### src/hw/rtl/led_pkg.sv
// Shared definitions for the line edit buffer: command and register codes,
// port widths, cell operations and the word-character test.
// No dependencies.
package led_pkg;

  // Default line capacity (number of cells in the ring)
  localparam int unsigned BUFFER_SIZE_DEF = 256;

  localparam int unsigned CMD_W     = 5;
  localparam int unsigned CHAR_W    = 8;
  localparam int unsigned CFG_W     = 8;
  localparam int unsigned CFG_IDX_W = 1;
  localparam int unsigned S_TDATA_W = 16;
  localparam int unsigned M_TDATA_W = 40;

  // Configuration register indexes
  localparam logic [CFG_IDX_W-1:0] CFG_MAX_LEN = 1'd0;
  localparam logic [CFG_IDX_W-1:0] CFG_CJK     = 1'd1;

  // Edit commands
  localparam logic [CMD_W-1:0] CMD_INSERT    = 5'd0;
  localparam logic [CMD_W-1:0] CMD_CJK_INS   = 5'd1;
  localparam logic [CMD_W-1:0] CMD_WORD_LEFT = 5'd2;
  localparam logic [CMD_W-1:0] CMD_WORD_RGHT = 5'd3;
  localparam logic [CMD_W-1:0] CMD_ERASE     = 5'd4;
  localparam logic [CMD_W-1:0] CMD_HOME      = 5'd5;
  localparam logic [CMD_W-1:0] CMD_END       = 5'd6;
  localparam logic [CMD_W-1:0] CMD_DEL_NWORD = 5'd7;
  localparam logic [CMD_W-1:0] CMD_DEL_PWORD = 5'd8;
  localparam logic [CMD_W-1:0] CMD_DEL_NEXT  = 5'd9;
  localparam logic [CMD_W-1:0] CMD_DEL_PREV  = 5'd10;
  localparam logic [CMD_W-1:0] CMD_DEL_CUR   = 5'd11;
  localparam logic [CMD_W-1:0] CMD_RIGHT     = 5'd12;
  localparam logic [CMD_W-1:0] CMD_LEFT      = 5'd13;
  localparam logic [CMD_W-1:0] CMD_UPPER     = 5'd14;
  localparam logic [CMD_W-1:0] CMD_LOWER     = 5'd15;

  // Per-cycle operation broadcast to every cell of the ring
  typedef enum logic [2:0] {
    OP_HOLD,     // keep byte
    OP_ROT_L,    // take right neighbor (cursor moves right)
    OP_ROT_R,    // take left neighbor (cursor moves left)
    OP_INS,      // cells at or above threshold take right neighbor
    OP_DEL_CUR,  // cells below threshold take right neighbor
    OP_DEL_PRV,  // cells above threshold take left neighbor
    OP_UPPER,    // ASCII upper case
    OP_LOWER     // ASCII lower case
  } cell_op_e;

  // ASCII letters and digits make up a word
  function automatic logic is_word_char(input logic [CHAR_W-1:0] c);
    is_word_char = (c >= 8'h30 && c <= 8'h39) || (c >= 8'h41 && c <= 8'h5a) ||
                   (c >= 8'h61 && c <= 8'h7a);
  endfunction

endpackage

### src/hw/rtl/led_cell.sv
// One byte cell of the line ring: holds a character and takes its neighbor's
// byte, keeps it, or changes its case as the broadcast operation says.
// Depends on led_pkg.
module led_cell #(
  parameter int unsigned BUFFER_SIZE = led_pkg::BUFFER_SIZE_DEF,
  parameter int unsigned IDX         = 0
) (
  input  logic                                clk_i,
  input  led_pkg::cell_op_e                   op_i,
  input  logic [$clog2(BUFFER_SIZE+1)-1:0]    thr_i,
  input  logic [led_pkg::CHAR_W-1:0]          prv_i,
  input  logic [led_pkg::CHAR_W-1:0]          nxt_i,
  output logic [led_pkg::CHAR_W-1:0]          data_o
);
  import led_pkg::*;

  localparam int unsigned CW = $clog2(BUFFER_SIZE + 1);
  localparam logic [CW-1:0] K = CW'(IDX);

  logic [CHAR_W-1:0] data_q, data_d;

  // Select the next byte of this cell
  always_comb begin
    data_d = data_q;
    case (op_i)
      OP_HOLD:    data_d = data_q;
      OP_ROT_L:   data_d = nxt_i;
      OP_ROT_R:   data_d = prv_i;
      OP_INS:     if (K >= thr_i) data_d = nxt_i;
      OP_DEL_CUR: if (K < thr_i) data_d = nxt_i;
      OP_DEL_PRV: if (K > thr_i) data_d = prv_i;
      OP_UPPER:   if (data_q >= 8'h61 && data_q <= 8'h7a) data_d = data_q - 8'd32;
      OP_LOWER:   if (data_q >= 8'h41 && data_q <= 8'h5a) data_d = data_q + 8'd32;
      default:    data_d = data_q;
    endcase
  end

  always_ff @(posedge clk_i) begin
    data_q <= data_d;
  end

  assign data_o = data_q;

endmodule

### config.mk
export PLATFORM = sky130hd
export DESIGN_NAME = led_cell
export DESIGN_NICKNAME = d
export VERILOG_FILES = /design/src/hw/rtl/led_pkg.sv /design/src/hw/rtl/led_cell.sv
export SDC_FILE = /design/constraint.sdc
export NUM_CORES = 1
export LEC_CHECK = 0
export ABC_AREA = 1
export BUFFER_PORTS_ARGS = -buffer_cell sky130_fd_sc_hd__buf_2
export CAP_MARGIN = 5
export CORE_UTILIZATION = 38
export CTS_BUF_LIST = sky130_fd_sc_hd__clkbuf_4 sky130_fd_sc_hd__clkbuf_8
export DETAILED_ROUTE_END_ITERATION = 10
export PLACE_DENSITY = 0.8
export SKIP_LAST_GASP = 1
export SLEW_MARGIN = 20
export SYNTH_ARGS = -nofsm -noshare
export SYNTH_HDL_FRONTEND = slang
export SYNTH_SLANG_ARGS = --single-unit
### constraint.sdc
create_clock -name clk_i -period 1.5 [get_ports clk_i]
set_input_delay 0.3 -clock clk_i [delete_from_list [all_inputs] [get_ports clk_i]]
set_output_delay 0.3 -clock clk_i [all_outputs]
set_load 0.02 [all_outputs]
==> Yosys cells after proc, flatten, opt, wreduce, memory -nomap -nowiden <==
Cells that the tools add are included.
{ "classes": {"add_sub_neg": 2, "n_lt_le_gt_ge": 7, "eq_ne": 12, "n_mux": 6, "n_bitwise": 1, "reduce_logical": 4} }
{ "op_table": {"columns": ["operator", "count"], "rows": [
  ["$pmux W8 S7", 1],
  ["$mux W8", 5],
  ["$ge A8 B7 Y1 const B", 2],
  ["$le A8 B7 Y1 const B", 2],
  ["$eq A3 B3 Y1 const B", 4],
  ["$ne A2 B2 Y1 const B", 5],
  ["$ge A1 B9 Y1 const A", 1],
  ["$gt A1 B9 Y1 const A", 1],
  ["$lt A1 B9 Y1 const A", 1],
  ["$add A8 B6 Y8 const B", 1],
  ["$sub A8 B6 Y8 const B", 1],
  ["$eq A3 B2 Y1 const B", 2],
  ["$reduce_and A6 Y1", 1],
  ["$eq A3 B1 Y1 const B", 1],
  ["$logic_not A3 Y1", 1],
  ["$logic_and A1 B1 Y1", 2],
  ["$not A1 Y1", 1]
]} }
{ "word_totals": {"register_bits": 8, "input_bits": 29, "output_inout_bits": 8, "wordCells": 33} }

==> Logic depth before layout (Yosys ltp) <==
{ "depth": {"depth_word": 4, "depth_mapped": 7, "mapped_depth_nobuf": 7} }

==> Worst setup path before layout <==
Ideal clock, no wire load.
{ "synth_path": {"path_type": "register to register", "start": "reg data_q[5], in the netlist data_o[5]", "end": "reg data_q[7], in the netlist data_o[7] (data pin)", "setup_time_ps": 259, "arrival_ps": 1371, "required_ps": 1241, "setup_slack_ps": -130, "stages_incl_launch_ff": 7, "n_path_buf": 0, "period_less_slack_ps": 1630, "cell_sequence": "edfxtp_1 > inv_1 > fa_1 > xnor2_1 > xnor2_1 > nand2_1 > nand3_1"} }
{ "synth_between": {"elab_chain_cells": 3, "word_cells_on_any_way": 5, "cone_classes": "2 x add/sub; 3 x mux"} }
{ "synth_lines": {"columns": ["item", "line_no", "text"], "rows": [
  ["start: declaration", "led_cell.sv:20", "logic [CHAR_W-1:0] data_q, data_d;"],
  ["start signal: assignment", "led_cell.sv:39", "data_q <= data_d;"],
  ["$add A8 B6 Y8 / $sub A8 B6 Y8 (equally long branches)", "led_cell.sv:33, led_cell.sv:32", null],
  ["$mux W8, on equally long branches", "led_cell.sv:33, led_cell.sv:32", null],
  ["$pmux W8 S7 (*)", "led_cell.sv:25", "case (op_i)"],
  ["via data_d[7]", "led_cell.sv:20", null]
]} }
The timed path passes the listed nets; every way through them passes the cells marked *. The select of a mux whose other input is x is not followed.
A chain may end at the register's enable or synchronous reset.

==> Worst setup path in the final report <==
{ "layout_path": {"start": "reg data_q[6], in the netlist data_o[6]", "end": "reg data_q[7], in the netlist data_o[7] (data pin)"} }
The elaborated chain is that of the path after synthesis.

==> summary.md <==
| Metric | Value |
|---|---|
| Slowest stage delay, CP | `0.40 ns` |
| Max Clk Rate | `0.680 GHz` |
| M2 GR Usage | `0.389` |
| Final setup vio count | `0` |
| DRT Wirelength | `1480 µm` |
| Setup WS post-layout | `0.0290 ns` |
| Lkg Pwr | `0.453 nW` |
| RSZ-0062 raised after global routing | `true` |
| DP Area | `823 µm²` |
| Max reg flops | `8` |
| Avg Inst Size Synth | `8.14 µm²` |
| DP Cell Count | `128` |
| Required time of the worst setup path | `1.50 ns` |
| Flop pwr share | `0.416` |
| Final instance area | `872 µm²` |
| Met3 Use GR | `0.0333` |
| Levels on crit path | `6` |
| Clock Sinks | `8` |
| Peak VDD IR | `0.603 mV` |
| Psw | `0.000243 W` |
| H-tree levels | `1` |
| Combinational Power Share | `0.377` |
| YS warnings | `0` |
| Post-synth top area cell | `edfxtp_1` |
| PwrDens | `868 nW/µm²` |
| Port-buffer cells | `36` |
| Yosys top cell area share | `0.428` |
| Number of remaining DRC errors | `0` |
| Most frequent cell after synthesis | `nand2_1` |
| Seq/Total Area, Yosys | `0.428` |
| Die area | `1640 µm²` |
| Max Fanout on Critical Path | `2` |
| IO Pins | `37` |
| Delay-heaviest family, CP | `adder cells` |
| Final core occ | `0.654` |
| Synthesized flop and latch total | `8` |
| Top post-synthesis cells by area | `edfxtp_1 (43%), nand2_1 (12%), a22o_1 (7.8%)` |
| Largest net degree at the start of global routing | `9` |
| R2R depth | `6` |
| Primary FF master, synth | `edfxtp_1` |
| Cts bufs inserted | `3` |
| CTS tree | `yes` |
| Setup Skew | `0.00461 ns` |
| Die extent in x | `40.5 µm` |
| Mean routed wirelength per cell | `11.1 µm` |
| Final hold vios | `0` |
| Worst skew pair latency | `0.25 ns` |
| Hold Path Cell Cnt | `3` |
| Clock share of power | `0.207` |
| Fin crit period | `1.47 ns` |
| Hold Crit Class | `in -> reg` |
| Non-Filler Instances | `133` |
| Cts hold-fix bufs | `0` |
| Switching fraction of total power | `0.321` |
| Cells after Synth | `69` |
| Maxcap violations | `0` |
| Int Pwr | `0.000514 W` |
| Vias per cell | `4.92` |
| Clock slew at reported path FFs | `0.05 ns` |
| Post-synthesis cell area | `562 µm²` |
| Row count | `13` |
| Pre-CTS setup slack | `-0.0611 ns` |
| Global placement routability congestion | `0.792` |
| Max clock buf depth | `2` |
| Post-synth EDFFs | `8` |
| Clock Root Buffer | `clkbuf_4` |
| Vias in the first global route | `565` |
| Initial DRT Pass Iterations | `4` |
| Crit Path Category | `reg -> reg` |
| Syn nets | `99` |
| Nets | `150` |
| GRT overflow | `0` |
| Initial antenna violation count | `0` |
| Worst Tran Pin Value | `0.366 ns` |
| Final period util | `0.981` |
| Worst path cell trace | `inv_2 -> fa_2 -> xnor2_2 -> xnor2_1 -> nand2_1 -> nand3_1` |
| Antenna Nets Post-Route | `0` |
| Ant diodes | `0` |
| DR vias | `654` |
| Post-synth top cells | `nand2_1 (18), inv_1 (9), edfxtp_1 (8), nor2_1 (8), a22o_1 (5)` |
| Bufs and invs on worst path | `1` |
| Synth-to-Final Area Change | `55.2%` |
| Core area | `1330 µm²` |
| CP max-delay cell | `fa_2` |
| Crit path DAT | `1.47 ns` |
| Outcome | `complete, no violations` |
| First-pass GRT wire length | `2130 µm` |
| Die H | `40.5 µm` |
| Pwr Total | `0.000757 W` |
| Final Slew Violations | `0` |
| Post-synth ARST share | `0` |
| Gr usage total | `0.202` |
| Grt met1 use | `0.202` |
| Crit path launch type | `flop` |
| Initial Util | `0.421` |
| Share of cells above drive strength 1 | `0.492` |
| CP endpoint kind | `flop` |
| Max transition margin | `0.756` |
| Post-synth cell types | `18` |
| Starting DRT DRC Count | `12` |
| Grt peak-use layer | `met2` |
## what timing repair did
action / CTS / global route
resized for setup: 0 / 2
endpoints found under the hold margin: 0 / 0
endpoints found under the setup margin: 0 / 4
buffers inserted: 0 / 2
## power groups by stage
stage,Combinational (W),Sequential [W],Clock [W]
after floorplan,0.000109,0.000354,0
after global placement,0.000250,0.000316,0
after detailed placement,0.000259,0.000319,0
after CTS,0.000262,0.000314,0.000164
after global routing,0.000315,0.000319,0.000173
final,0.000285,0.000315,0.000157
## path summary, 6_finish.rpt
path                            startpoint   endpoint  slack, ns
worst max register to register   data_o[6]  data_o[7]       0.03
worst min register to register   data_o[5]  data_o[5]       0.76
worst max-delay path             data_o[6]  data_o[7]       0.03
worst min-delay path              nxt_i[7]  data_o[7]       0.34
## cells by family (layout without fill, tap and decap cells)
logic type	after synthesis	in the layout	share of synthesized area
xor+xnor	2	2	0.0312
compound gates	15	15	0.194
fa+ha+maj	1	1	0.0356
flops	8	8	0.428
buf+inv	10	59	0.0668
simple gates	33	33	0.245
## stage by stage
stage	hold slack, ns	TNS (ns)
floorplan	0.502	-0.0248
global placement	0.592	0
detailed placement	0.589	-0.101
CTS	0.331	0
global route	0.346	-0.0372
finish	0.340	0
## final cells by class
| type | instances | area, µm² |
|---|---|---|
| inverter | 10 | 37.5 |
| timing repair buffer | 46 | 255 |
| sequential | 8 | 240 |
| clock buffer | 3 | 22.5 |
| fill | 129 | 462 |
| tap | 15 | 18.8 |
| multi-input combinational | 51 | 298 |
## per-layer routing
layer | vias to the layer above | wire length [µm]
met3 | 0 | 89
met1 | 293 | 619
li1 | 332 | -
met4 | 0 | 0
met2 | 29 | 773
met5 | - | 0
## cell usage in the layout, fill, tap and decap left out, drive strengths merged, types with 2 or more instances in the layout
cell type,n
clkbuf,3
inv,10
nand2,19
buf,46
o211ai,2
o21ai,4
a21oi,2
edfxtp,8
nand3,4
nor2,9
a22o,5
xnor2,2
## tightest hold or removal path, cell delays in order
cell and delay [ns]:
buf_2 0.08, nand2_1 0.04, nand3_1 0.07
Power figures use the tool's default switching activity.
