--- config.mk ---
export PLATFORM = sky130hd
export DESIGN_NAME = led_ctrl
export DESIGN_NICKNAME = d
export VERILOG_FILES = /design/src/hw/rtl/led_pkg.sv /design/src/hw/rtl/led_ctrl.sv
export SDC_FILE = /design/constraint.sdc
export NUM_CORES = 1
export LEC_CHECK = 0
export BUFFER_PORTS_ARGS = -buffer_cell sky130_fd_sc_hd__buf_2
export CORE_UTILIZATION = 30
export CTS_CLUSTER_DIAMETER = 30
export CTS_CLUSTER_SIZE = 16
export DETAILED_ROUTE_END_ITERATION = 12
export HOLD_SLACK_MARGIN = 0.12
export PLACE_DENSITY_LB_ADDON = 0.15
export SYNTH_ARGS = -nofsm -noshare
export SYNTH_HDL_FRONTEND = slang
export SYNTH_SLANG_ARGS = --single-unit
--- constraint.sdc ---
create_clock -name clk_i -period 3.8 [get_ports clk_i]
set_input_delay 0.19 -clock clk_i [delete_from_list [all_inputs] [get_ports clk_i]]
set_output_delay 0.19 -clock clk_i [all_outputs]
set_load 0.005 [all_outputs]
--- src/hw/rtl/led_pkg.sv ---
// Shared definitions for the line edit buffer: command and register codes,
// port widths, cell operations and the word-character test.
// No dependencies.
package led_pkg;

  // Default line capacity (number of cells in the ring)
  localparam int unsigned BUFFER_SIZE_DEF = 256;

  localparam int unsigned CMD_W     = 5;
  localparam int unsigned CHAR_W    = 8;
  localparam int unsigned CFG_W     = 8;
  localparam int unsigned CFG_IDX_W = 1;
  localparam int unsigned S_TDATA_W = 16;
  localparam int unsigned M_TDATA_W = 40;

  // Configuration register indexes
  localparam logic [CFG_IDX_W-1:0] CFG_MAX_LEN = 1'd0;
  localparam logic [CFG_IDX_W-1:0] CFG_CJK     = 1'd1;

  // Edit commands
  localparam logic [CMD_W-1:0] CMD_INSERT    = 5'd0;
  localparam logic [CMD_W-1:0] CMD_CJK_INS   = 5'd1;
  localparam logic [CMD_W-1:0] CMD_WORD_LEFT = 5'd2;
  localparam logic [CMD_W-1:0] CMD_WORD_RGHT = 5'd3;
  localparam logic [CMD_W-1:0] CMD_ERASE     = 5'd4;
  localparam logic [CMD_W-1:0] CMD_HOME      = 5'd5;
  localparam logic [CMD_W-1:0] CMD_END       = 5'd6;
  localparam logic [CMD_W-1:0] CMD_DEL_NWORD = 5'd7;
  localparam logic [CMD_W-1:0] CMD_DEL_PWORD = 5'd8;
  localparam logic [CMD_W-1:0] CMD_DEL_NEXT  = 5'd9;
  localparam logic [CMD_W-1:0] CMD_DEL_PREV  = 5'd10;
  localparam logic [CMD_W-1:0] CMD_DEL_CUR   = 5'd11;
  localparam logic [CMD_W-1:0] CMD_RIGHT     = 5'd12;
  localparam logic [CMD_W-1:0] CMD_LEFT      = 5'd13;
  localparam logic [CMD_W-1:0] CMD_UPPER     = 5'd14;
  localparam logic [CMD_W-1:0] CMD_LOWER     = 5'd15;

  // Per-cycle operation broadcast to every cell of the ring
  typedef enum logic [2:0] {
    OP_HOLD,     // keep byte
    OP_ROT_L,    // take right neighbor (cursor moves right)
    OP_ROT_R,    // take left neighbor (cursor moves left)
    OP_INS,      // cells at or above threshold take right neighbor
    OP_DEL_CUR,  // cells below threshold take right neighbor
    OP_DEL_PRV,  // cells above threshold take left neighbor
    OP_UPPER,    // ASCII upper case
    OP_LOWER     // ASCII lower case
  } cell_op_e;

  // ASCII letters and digits make up a word
  function automatic logic is_word_char(input logic [CHAR_W-1:0] c);
    is_word_char = (c >= 8'h30 && c <= 8'h39) || (c >= 8'h41 && c <= 8'h5a) ||
                   (c >= 8'h61 && c <= 8'h7a);
  endfunction

endpackage

--- src/hw/rtl/led_ctrl.sv ---
// Command sequencer of the line edit buffer: handshakes, configuration
// registers, cursor and length, and the operation driven onto the cell ring.
// Depends on led_pkg.
module led_ctrl #(
  parameter int unsigned BUFFER_SIZE = led_pkg::BUFFER_SIZE_DEF
) (
  input  logic                                clk_i,
  input  logic                                rst_ni,
  input  logic                                cfg_we_i,
  input  logic [led_pkg::CFG_IDX_W-1:0]       cfg_idx_i,
  input  logic [led_pkg::CFG_W-1:0]           cfg_wdata_i,
  input  logic                                s_valid_i,
  output logic                                s_ready_o,
  input  logic [led_pkg::CMD_W-1:0]           cmd_i,
  input  logic [led_pkg::CHAR_W-1:0]          char_i,
  input  logic                                rep_i,
  output logic                                m_valid_o,
  input  logic                                m_ready_i,
  output logic [led_pkg::M_TDATA_W-1:0]       m_data_o,
  input  logic [led_pkg::CHAR_W-1:0]          first_i,
  input  logic [led_pkg::CHAR_W-1:0]          last_i,
  output led_pkg::cell_op_e                   op_o,
  output logic [$clog2(BUFFER_SIZE+1)-1:0]    thr_o,
  output logic [led_pkg::CHAR_W-1:0]          ring_o
);
  import led_pkg::*;

  localparam int unsigned CW    = $clog2(BUFFER_SIZE + 1);
  localparam int unsigned MW    = (CW > CFG_W) ? CW : CFG_W;
  localparam int unsigned M_PAD = M_TDATA_W - (3 * CHAR_W + CHAR_W + 2);

  localparam logic [1:0] ST_IDLE = 2'd0;
  localparam logic [1:0] ST_RUN  = 2'd1;
  localparam logic [1:0] ST_FIN  = 2'd2;

  typedef enum logic [3:0] {
    ACT_NONE, ACT_INS, ACT_WLEFT, ACT_WRIGHT, ACT_ERASE, ACT_HOME, ACT_END,
    ACT_DNWORD, ACT_DPWORD, ACT_DCUR, ACT_DPRV, ACT_RIGHT, ACT_LEFT,
    ACT_UPPER, ACT_LOWER
  } act_e;

  logic [1:0]          state_q, state_d;
  act_e                act_q, act_d, act_dec;
  logic                phase_q, phase_d;
  logic [CW-1:0]       cur_q, cur_d, len_q, len_d;
  logic [CFG_W-1:0]    max_len_q, max_len_d;
  logic                cjk_q, cjk_d;
  logic                m_valid_q, m_valid_d;
  logic [M_TDATA_W-1:0] m_data_q, m_data_d;
  logic [CHAR_W-1:0]   ch_q, ch_d;
  logic                rep_q, rep_d, pass_q, pass_d, full_q, full_d, pass_dec;

  logic [MW-1:0]       ml_ext;
  logic [CW-1:0]       cap;
  logic                at_end, at_home, fwd_hit, back_hit;
  logic [CHAR_W-1:0]   cac;

  // Capacity is the smaller of max_length and the ring size
  assign ml_ext  = MW'(max_len_q);
  assign cap     = (ml_ext > MW'(BUFFER_SIZE)) ? CW'(BUFFER_SIZE) : CW'(ml_ext);
  assign at_end  = (cur_q == len_q);
  assign at_home = (cur_q == '0);
  // Forward scans cross word bytes in phase 0, then separators in phase 1;
  // backward scans cross separators in phase 0, then word bytes in phase 1
  assign fwd_hit  = !at_end  && (is_word_char(first_i) ^ phase_q);
  assign back_hit = !at_home && (!is_word_char(last_i) ^ phase_q);
  assign cac      = (cur_q < len_q) ? first_i : '0;
  assign thr_o    = len_q - cur_q;

  // Decode the incoming command
  always_comb begin
    act_dec  = ACT_NONE;
    pass_dec = 1'b0;
    if (max_len_q != '0) begin
      unique case (cmd_i) inside
        CMD_INSERT:               act_dec = ACT_INS;
        CMD_CJK_INS: begin
          if (cjk_q) act_dec = ACT_INS;
          else       pass_dec = 1'b1;
        end
        CMD_WORD_LEFT:            act_dec = ACT_WLEFT;
        CMD_WORD_RGHT:            act_dec = ACT_WRIGHT;
        CMD_ERASE:                act_dec = ACT_ERASE;
        CMD_HOME:                 act_dec = ACT_HOME;
        CMD_END:                  act_dec = ACT_END;
        CMD_DEL_NWORD:            act_dec = ACT_DNWORD;
        CMD_DEL_PWORD:            act_dec = ACT_DPWORD;
        CMD_DEL_NEXT, CMD_DEL_CUR: act_dec = ACT_DCUR;
        CMD_DEL_PREV:             act_dec = ACT_DPRV;
        CMD_RIGHT:                act_dec = ACT_RIGHT;
        CMD_LEFT:                 act_dec = ACT_LEFT;
        CMD_UPPER:                act_dec = ACT_UPPER;
        CMD_LOWER:                act_dec = ACT_LOWER;
        default:                  pass_dec = 1'b1;
      endcase
    end
  end

  // Sequence one command over the ring
  always_comb begin
    state_d   = state_q;
    act_d     = act_q;
    phase_d   = phase_q;
    cur_d     = cur_q;
    len_d     = len_q;
    max_len_d = max_len_q;
    cjk_d     = cjk_q;
    m_valid_d = m_valid_q;
    m_data_d  = m_data_q;
    ch_d      = ch_q;
    rep_d     = rep_q;
    pass_d    = pass_q;
    full_d    = full_q;
    op_o      = OP_HOLD;
    s_ready_o = (state_q == ST_IDLE);

    // Register writes
    if (cfg_we_i) begin
      unique case (cfg_idx_i)
        CFG_MAX_LEN: max_len_d = cfg_wdata_i;
        CFG_CJK:     cjk_d     = cfg_wdata_i[0];
        default:     max_len_d = max_len_q;
      endcase
    end

    // Drop the result once taken
    if (m_valid_q && m_ready_i) m_valid_d = 1'b0;

    unique case (state_q)
      ST_IDLE: begin
        if (s_valid_i) begin
          act_d   = act_dec;
          pass_d  = pass_dec;
          full_d  = 1'b0;
          ch_d    = char_i;
          rep_d   = rep_i;
          phase_d = 1'b0;
          state_d = ST_RUN;
        end
      end
      ST_RUN: begin
        state_d = ST_FIN;
        unique case (act_q)
          ACT_NONE: state_d = ST_FIN;
          ACT_INS: begin
            if (len_q < cap) begin
              op_o  = OP_INS;
              cur_d = cur_q + 1'b1;
              len_d = len_q + 1'b1;
            end else begin
              full_d = rep_q;
            end
          end
          ACT_WLEFT: begin
            if (back_hit) begin
              op_o    = OP_ROT_R;
              cur_d   = cur_q - 1'b1;
              state_d = ST_RUN;
            end else if (!phase_q) begin
              phase_d = 1'b1;
              state_d = ST_RUN;
            end
          end
          ACT_WRIGHT: begin
            if (fwd_hit) begin
              op_o    = OP_ROT_L;
              cur_d   = cur_q + 1'b1;
              state_d = ST_RUN;
            end else if (!phase_q) begin
              phase_d = 1'b1;
              state_d = ST_RUN;
            end
          end
          ACT_ERASE: begin
            cur_d = '0;
            len_d = '0;
          end
          ACT_HOME: begin
            if (!at_home) begin
              op_o    = OP_ROT_R;
              cur_d   = cur_q - 1'b1;
              state_d = ST_RUN;
            end
          end
          ACT_END: begin
            if (!at_end) begin
              op_o    = OP_ROT_L;
              cur_d   = cur_q + 1'b1;
              state_d = ST_RUN;
            end
          end
          ACT_DNWORD: begin
            if (fwd_hit) begin
              op_o    = OP_DEL_CUR;
              len_d   = len_q - 1'b1;
              state_d = ST_RUN;
            end else if (!phase_q) begin
              phase_d = 1'b1;
              state_d = ST_RUN;
            end
          end
          ACT_DPWORD: begin
            if (back_hit) begin
              op_o    = OP_DEL_PRV;
              cur_d   = cur_q - 1'b1;
              len_d   = len_q - 1'b1;
              state_d = ST_RUN;
            end else if (!phase_q) begin
              phase_d = 1'b1;
              state_d = ST_RUN;
            end
          end
          ACT_DCUR: begin
            if (!at_end) begin
              op_o  = OP_DEL_CUR;
              len_d = len_q - 1'b1;
            end
          end
          ACT_DPRV: begin
            if (!at_home) begin
              op_o  = OP_DEL_PRV;
              cur_d = cur_q - 1'b1;
              len_d = len_q - 1'b1;
            end
          end
          ACT_RIGHT: begin
            if (!at_end) begin
              op_o  = OP_ROT_L;
              cur_d = cur_q + 1'b1;
            end
          end
          ACT_LEFT: begin
            if (!at_home) begin
              op_o  = OP_ROT_R;
              cur_d = cur_q - 1'b1;
            end
          end
          ACT_UPPER: op_o = OP_UPPER;
          ACT_LOWER: op_o = OP_LOWER;
          default:   state_d = ST_FIN;
        endcase
      end
      ST_FIN: begin
        // Load the result once the output register is free
        if (!m_valid_q || m_ready_i) begin
          m_valid_d = 1'b1;
          m_data_d  = {{M_PAD{1'b0}}, cac, CHAR_W'(len_q), CHAR_W'(cur_q), full_q,
                       (pass_q ? ch_q : {CHAR_W{1'b0}}), pass_q};
          state_d   = ST_IDLE;
        end
      end
      default: state_d = ST_IDLE;
    endcase
  end

  // Feed the insert byte into the top of the ring, else close the ring
  assign ring_o = (op_o == OP_INS) ? ch_q : first_i;

  always_ff @(posedge clk_i or negedge rst_ni) begin
    if (!rst_ni) begin
      state_q   <= ST_IDLE;
      act_q     <= ACT_NONE;
      phase_q   <= 1'b0;
      cur_q     <= '0;
      len_q     <= '0;
      max_len_q <= 8'd255;
      cjk_q     <= 1'b0;
      m_valid_q <= 1'b0;
    end else begin
      state_q   <= state_d;
      act_q     <= act_d;
      phase_q   <= phase_d;
      cur_q     <= cur_d;
      len_q     <= len_d;
      max_len_q <= max_len_d;
      cjk_q     <= cjk_d;
      m_valid_q <= m_valid_d;
    end
  end

  always_ff @(posedge clk_i) begin
    m_data_q <= m_data_d;
    ch_q     <= ch_d;
    rep_q    <= rep_d;
    pass_q   <= pass_d;
    full_q   <= full_d;
  end

  assign m_valid_o = m_valid_q;
  assign m_data_o  = m_data_q;

endmodule

## Word-level counts from Yosys, hierarchy flattened

Cells that the tools add are included.

- Bits in registers: 80
- Bits of input ports: 44
- Output and inout port bits: 62
- Word-level logic and storage cells: 178

- Add/subtract/negate cells: 5
- Magnitude comparators: 15
- Equality and inequality tests: 49
- Muxes and demuxes: 50
- Bitwise operators: 3
- Reductions and logical operators: 41

Operators with widths:

| operator | number |
|---|---|
| 9-bit case mux with 6 select lines | 2 |
| 9-bit 2-to-1 mux | 11 |
| 4-bit case mux with 15 select lines | 1 |
| 5-bit by 4-bit equality test with 1-bit output (second input constant) | 8 |
| 3-bit case mux with 11 select lines | 1 |
| 8-bit by 7-bit greater-or-equal comparator with 1-bit output (second input constant) | 4 |
| 8-bit by 7-bit <= comparator with 1-bit output (second input constant) | 4 |
| 4-bit equality test (second input constant) | 7 |
| 2-bit != test (second input constant) | 11 |
| 5-bit by 3-bit equality test with 1-bit output (second input constant) | 4 |
| 2-bit 2-to-1 mux | 10 |
| 9-bit by 1-bit adder with 9-bit output (second input constant) | 2 |
| 9-bit less-than comparator | 2 |
| 9-bit by 1-bit subtractor with 9-bit output (second input constant) | 2 |
| 4-bit by 3-bit equality test with 1-bit output (second input constant) | 4 |
| 8-bit by 6-bit greater-or-equal comparator with 1-bit output (second input constant) | 2 |
| 8-bit by 6-bit <= comparator with 1-bit output (second input constant) | 2 |
| 3-bit 2-to-1 mux | 5 |
| 15-bit OR reduction | 1 |
| 7-bit AND reduction | 2 |
| 1-bit 2-to-1 mux | 12 |
| 6-bit nonzero test | 2 |
| 5-bit by 2-bit equality test with 1-bit output (second input constant) | 2 |
| 2-bit AND reduction | 5 |
| 30 further kinds | 57 |

## Logic depth before layout (Yosys ltp)

- Depth in word-level cells: 12
- Mapped depth: 12
- Mapped depth without buffers: 11

## Worst setup path after synthesis

No wires, ideal clock.

- Path kind: reg-to-reg
- From: register act_q[3]
- To: register len_q[8]
- Setup time: 0.116 ns
- Data arrival time: 3.055 ns
- Data required time: 3.684 ns
- Path slack: 0.629 ns
- Stages on the path, launching flop included: 12
- Buffers on the path: 2
- Clock period less this slack: 3.171 ns
- Cell sequence: dfrtp_1 > clkbuf_1 > clkbuf_1 > nand2b_1 > o21ai_0 > inv_1 > fa_1 > o21ai_0 > nand4_1 > a31oi_1 > xnor2_1 > o311ai_0

- Word-level cells in the longest chain between the ends: 3
- Elaborated cells on any way between the ends: 14
- Those cells by class: eq/ne (11); mux (1); reduce/logical (2)

RTL lines:

| item | RTL line | RTL |
|---|---|---|
| start, declared | led_ctrl.sv:43 | `act_e act_q, act_d, act_dec;` |
| start signal, assigned | led_ctrl.sv:271 | `act_q <= act_d;` |
| 4-bit equality test (tied with other cells) | led_ctrl.sv:143 | `unique case (act_q)` |
| 6-bit nonzero test (no line) / 2-bit != test (equally long branches) | -- |  |
| 7-bit AND reduction (no line) | -- |  |
| end signal, assigned | led_ctrl.sv:274 | `len_q <= len_d;` |
| end, declared | led_ctrl.sv:45 | `logic [CW-1:0] cur_q, cur_d, len_q, len_d;` |

Parallel ways exist; a longest one is shown, timed or not.
A chain may end at the register's enable or synchronous reset.

## Worst setup path after layout

- From: register cur_q[5]
- To: output ring_o[1] (netlist name)

- Word-level cells in the longest chain between the ends: 8
- Elaborated cells on any way between the ends: 18
- Those cells by class: eq/ne (2); mux (11); reduce/logical (5)

RTL lines:

| item | RTL line | RTL |
|---|---|---|
| start, declared | led_ctrl.sv:45 |  |
| start signal, assigned | led_ctrl.sv:273 | `cur_q <= cur_d;` |
| 9-bit equality test / 9-bit logical NOT (equally long branches) | led_ctrl.sv:61, led_ctrl.sv:62 |  |
| 1-bit logical NOT | -- |  |
| 1-bit logical AND (on tied branches) | led_ctrl.sv:65, led_ctrl.sv:66 |  |
| 1-bit 2-to-1 mux (tied with other cells) | led_ctrl.sv:165 | `if (fwd_hit) begin` |
| 3-bit case mux with 11 select lines * | led_ctrl.sv:143 |  |
| 3-bit 2-to-1 mux * | led_ctrl.sv:129 | `unique case (state_q)` |
| 3-bit by 2-bit equality test with 1-bit output * | led_ctrl.sv:257 | `assign ring_o = (op_o == OP_INS) ? ch_q : first_i;` |
| 8-bit 2-to-1 mux * | led_ctrl.sv:257 |  |
| end, declared | led_ctrl.sv:24 | `output logic [led_pkg::CHAR_W-1:0] ring_o` |

Mark *: on every way between the ends. The rest lies on a longest branch, timed or not.

==> reports/metrics.yaml <==
run_status: "finished clean"
synth_edf_count: 45
preCtsSetupSlack_ps: 577
post_dp_cell_area_mm2: 0.00573
wirelength_um: 13100
cts_root_buffer: "clkbuf_16"
grt-ovfl-total: 0
path_clk_slew_ps: 60
synthSimpleGateAreaFrac: 0.171
diodes: 0
ys_types: 66
final_area_mm2: 0.00623
crit_type: "flop to primary output"
place_hpwl_um: 10000
cts_tree: "built"
design_power_total_w: 0.00528
max-cap-violations: 0
cp_data_arrival_time_ps: 3340
finalCritPeriodShare: 0.928
rrSetupSlack_ps: 590
wl_per_cell_um: 15.6
vias: 4147
timing.rr.start: "max_len_q[7]$_DFFE_PN1P_"
grt_usage: 0.158
synth-seq-cells: 80
numCtsBuffers: 9
syn_to_final_growth_pct: 25.1
met3_length_um: 474
ys_seq_area_frac: 0.449
clock_sinks: 80
syn_area_per_cell_um2: 9.96
synth-adder-area-share: 0.0874
drive_gt1_frac: 0.249
peakVddDrop_uv: 259
synth-async-reset-ratio: 0.438
die_h_um: 131
setup.worst_path.end_class: "primary output"
fillers: 1609
finalHoldViolCount: 0
ys_top_cells_by_count: "nand2_1, edfxtp_1, o21ai_0"
hp-class: "input pin to flop"
synthFlopType: "edfxtp_1"
synthMuxAreaShare: 0.0374
post_cts_buffers: 0
critPathLaunch: "cur_q[5]$_DFFE_PN0P_"
powerDensity_mw_per_mm2: 847
core-area_mm2: 0.0161
antenna_found_initial: 0
fin_worst_skew_ps: 6.08
crit_chain: "inv_1 -> ha_1 -> nand4_1 -> or3_1 -> a21oi_1 -> o21ai_0 -> a221oi_1 -> nand4b_4 -> mux2_2 -> buf_2"
portBuffers: 99
final_max_slew_viol_count: 0
cts_buffer_depth: 2
period_needed_ps: 3530
dr.pass1.iters: 5
slew_headroom: 0.275
rows: 46
gp_congestion: 0.863
ant_nets: 0
ys_warn_count: 0
syn_area_mm2: 0.00498
start_kind: "flop"
critPathSlowestCell: "or3_1"
nets: 699
synth_top_family_by_area: "simple AND/OR/NAND/NOR gates"
critPathBufInv: 2
postSynthCellCount: 500
power_leakage_nw: 2.66
tightest_slew_ps: 1080
highest_layer: "met4"
m1WireLength_um: 6100
initial_core_util: 0.310
synth_area_leaders: "edfxtp_1, dfrtp_1, ha_1"
grt_pass1_wl_um: 20300
finalSetupViolations: 0
rsz0062_at_grt: "no"
yosysTopAreaCellShare: 0.271
h-tree-depth: 3
yosysMostFrequentCell: "nand2_1"
required_ps: 3610
cp_top_family: "simple AND/OR/NAND/NOR gates"
synth_compound_area_frac: 0.165
timing.hold.ws_ps: 155
worstPathMaxFanout: 8
synth_xor_area_frac: 0.0422
dieArea_mm2: 0.0171
synth_top_area_cell: "edfxtp_1"
worst_slack_ps: 272
timing.fmax_mhz: 283
die_x_um: 131
first_global_vias: 3861
finalSetupTns_ps: 0
clk_latency_ps: 350
grt_max_degree: 36
wl_met2_um: 6290
slowest_delay_ps: 480
vias_per_cell: 4.92
min-delay-start: "cmd_i[3]"
drt-initial-drc-count: 266
drc_errors: 0
ios: 106
==> worst reg2reg max path, cell delays in order, from the launching register on <==
cell and delay, ps:
dfstp_2 510, inv_1 80, ha_1 310, and3_4 180, and3_1 190, a2111o_1 500, a2111oi_0 440, o211a_1 400
nand2_1 120, o311ai_0 350
==> flip-flops by register name, indices dropped and copies added (netlist names) <==
register	cells
cjk_q	1
m_valid_o	1
act_q	4
len_q	9
phase_q	1
state_q	2
ch_q	8
pass_q	1
max_len_q	8
m_data_o	34
rep_q	1
cur_q	9
full_q	1
==> per-stage QoR <==
step	instances	utilization
3_3_place_gp	809	0.357
6_report	843	0.388
5_1_grt	843	0.388
4_1_cts	843	0.387
2_1_floorplan	505	-
3_5_place_dp	809	0.357
==> layer usage <==
| layer | vias to the layer above | track usage |
|---|---|---|
| met5 | - | 0 |
| met4 | 0 | 0.0730 |
| met3 | 18 | 0.0248 |
| met2 | 109 | 0.256 |
| met1 | 1968 | 0.206 |
| li1 | 2052 | - |
==> cells in the final DEF (no fill, tap or decap), types with 15 or more instances in the layout <==
master,netlist,layout
buf_2,3,99
o21ai_0,40,40
edfxtp_1,45,45
and2_1,19,19
dfrtp_1,27,27
a21oi_1,30,30
xnor2_1,20,20
nor2_1,23,23
inv_1,37,37
nand2_1,49,49
ha_1,30,30
dlygate4sd3_1,0,18
nand3_1,15,15
==> area by class of cell <==
class,instances,area [um^2],area share
Clock buffer,9,225,0.0362
Clock inverter,7,80.1,0.0129
Inverter,37,139,0.0223
Multi-Input combinational cell,369,2540,0.408
Sequential cell,80,2240,0.359
Tap cell,216,270,0.0434
Timing Repair Buffer,125,736,0.118
==> final timing paths <==
kind,end,depth (start not counted)
min in group asynchronous,len_q[3]$_DFFE_PN0P_,2
worst max register to register,len_q[8]$_DFFE_PN0P_,9
max in group asynchronous,act_q[0]$_DFFE_PN0P_,2
worst max-delay path,ring_o[1],10
worst min register to register,m_data_o[9]$_DFFE_PP_,0
worst min-delay path,act_q[3]$_DFFE_PN0P_,3
==> power breakdown <==
part / total [W] / switching [W] / internal, W
Sequential: 0.00149 / 0.000246 / 0.00124
Clock: 0.000890 / 0.000375 / 0.000514
Combinational: 0.00290 / 0.00163 / 0.00126
==> kinds of logic after synthesis <==
| family | after synthesis |
|---|---|
| and+or+nand+nor | 165 |
| AOI/OAI and AO/OA | 124 |
| DFF | 80 |
| buffers and inverters | 56 |
| adders and majority gates | 33 |
| xor gates and xnor gates | 24 |
| muxes | 17 |
| other | 1 |
==> repair_timing <==
item,in CTS,in global routing
hold buffers,18,0
resized for setup,0,1
setup endpoints to repair,0,8
endpoints found under the hold margin,45,0
(Power assumes the default switching activity.)
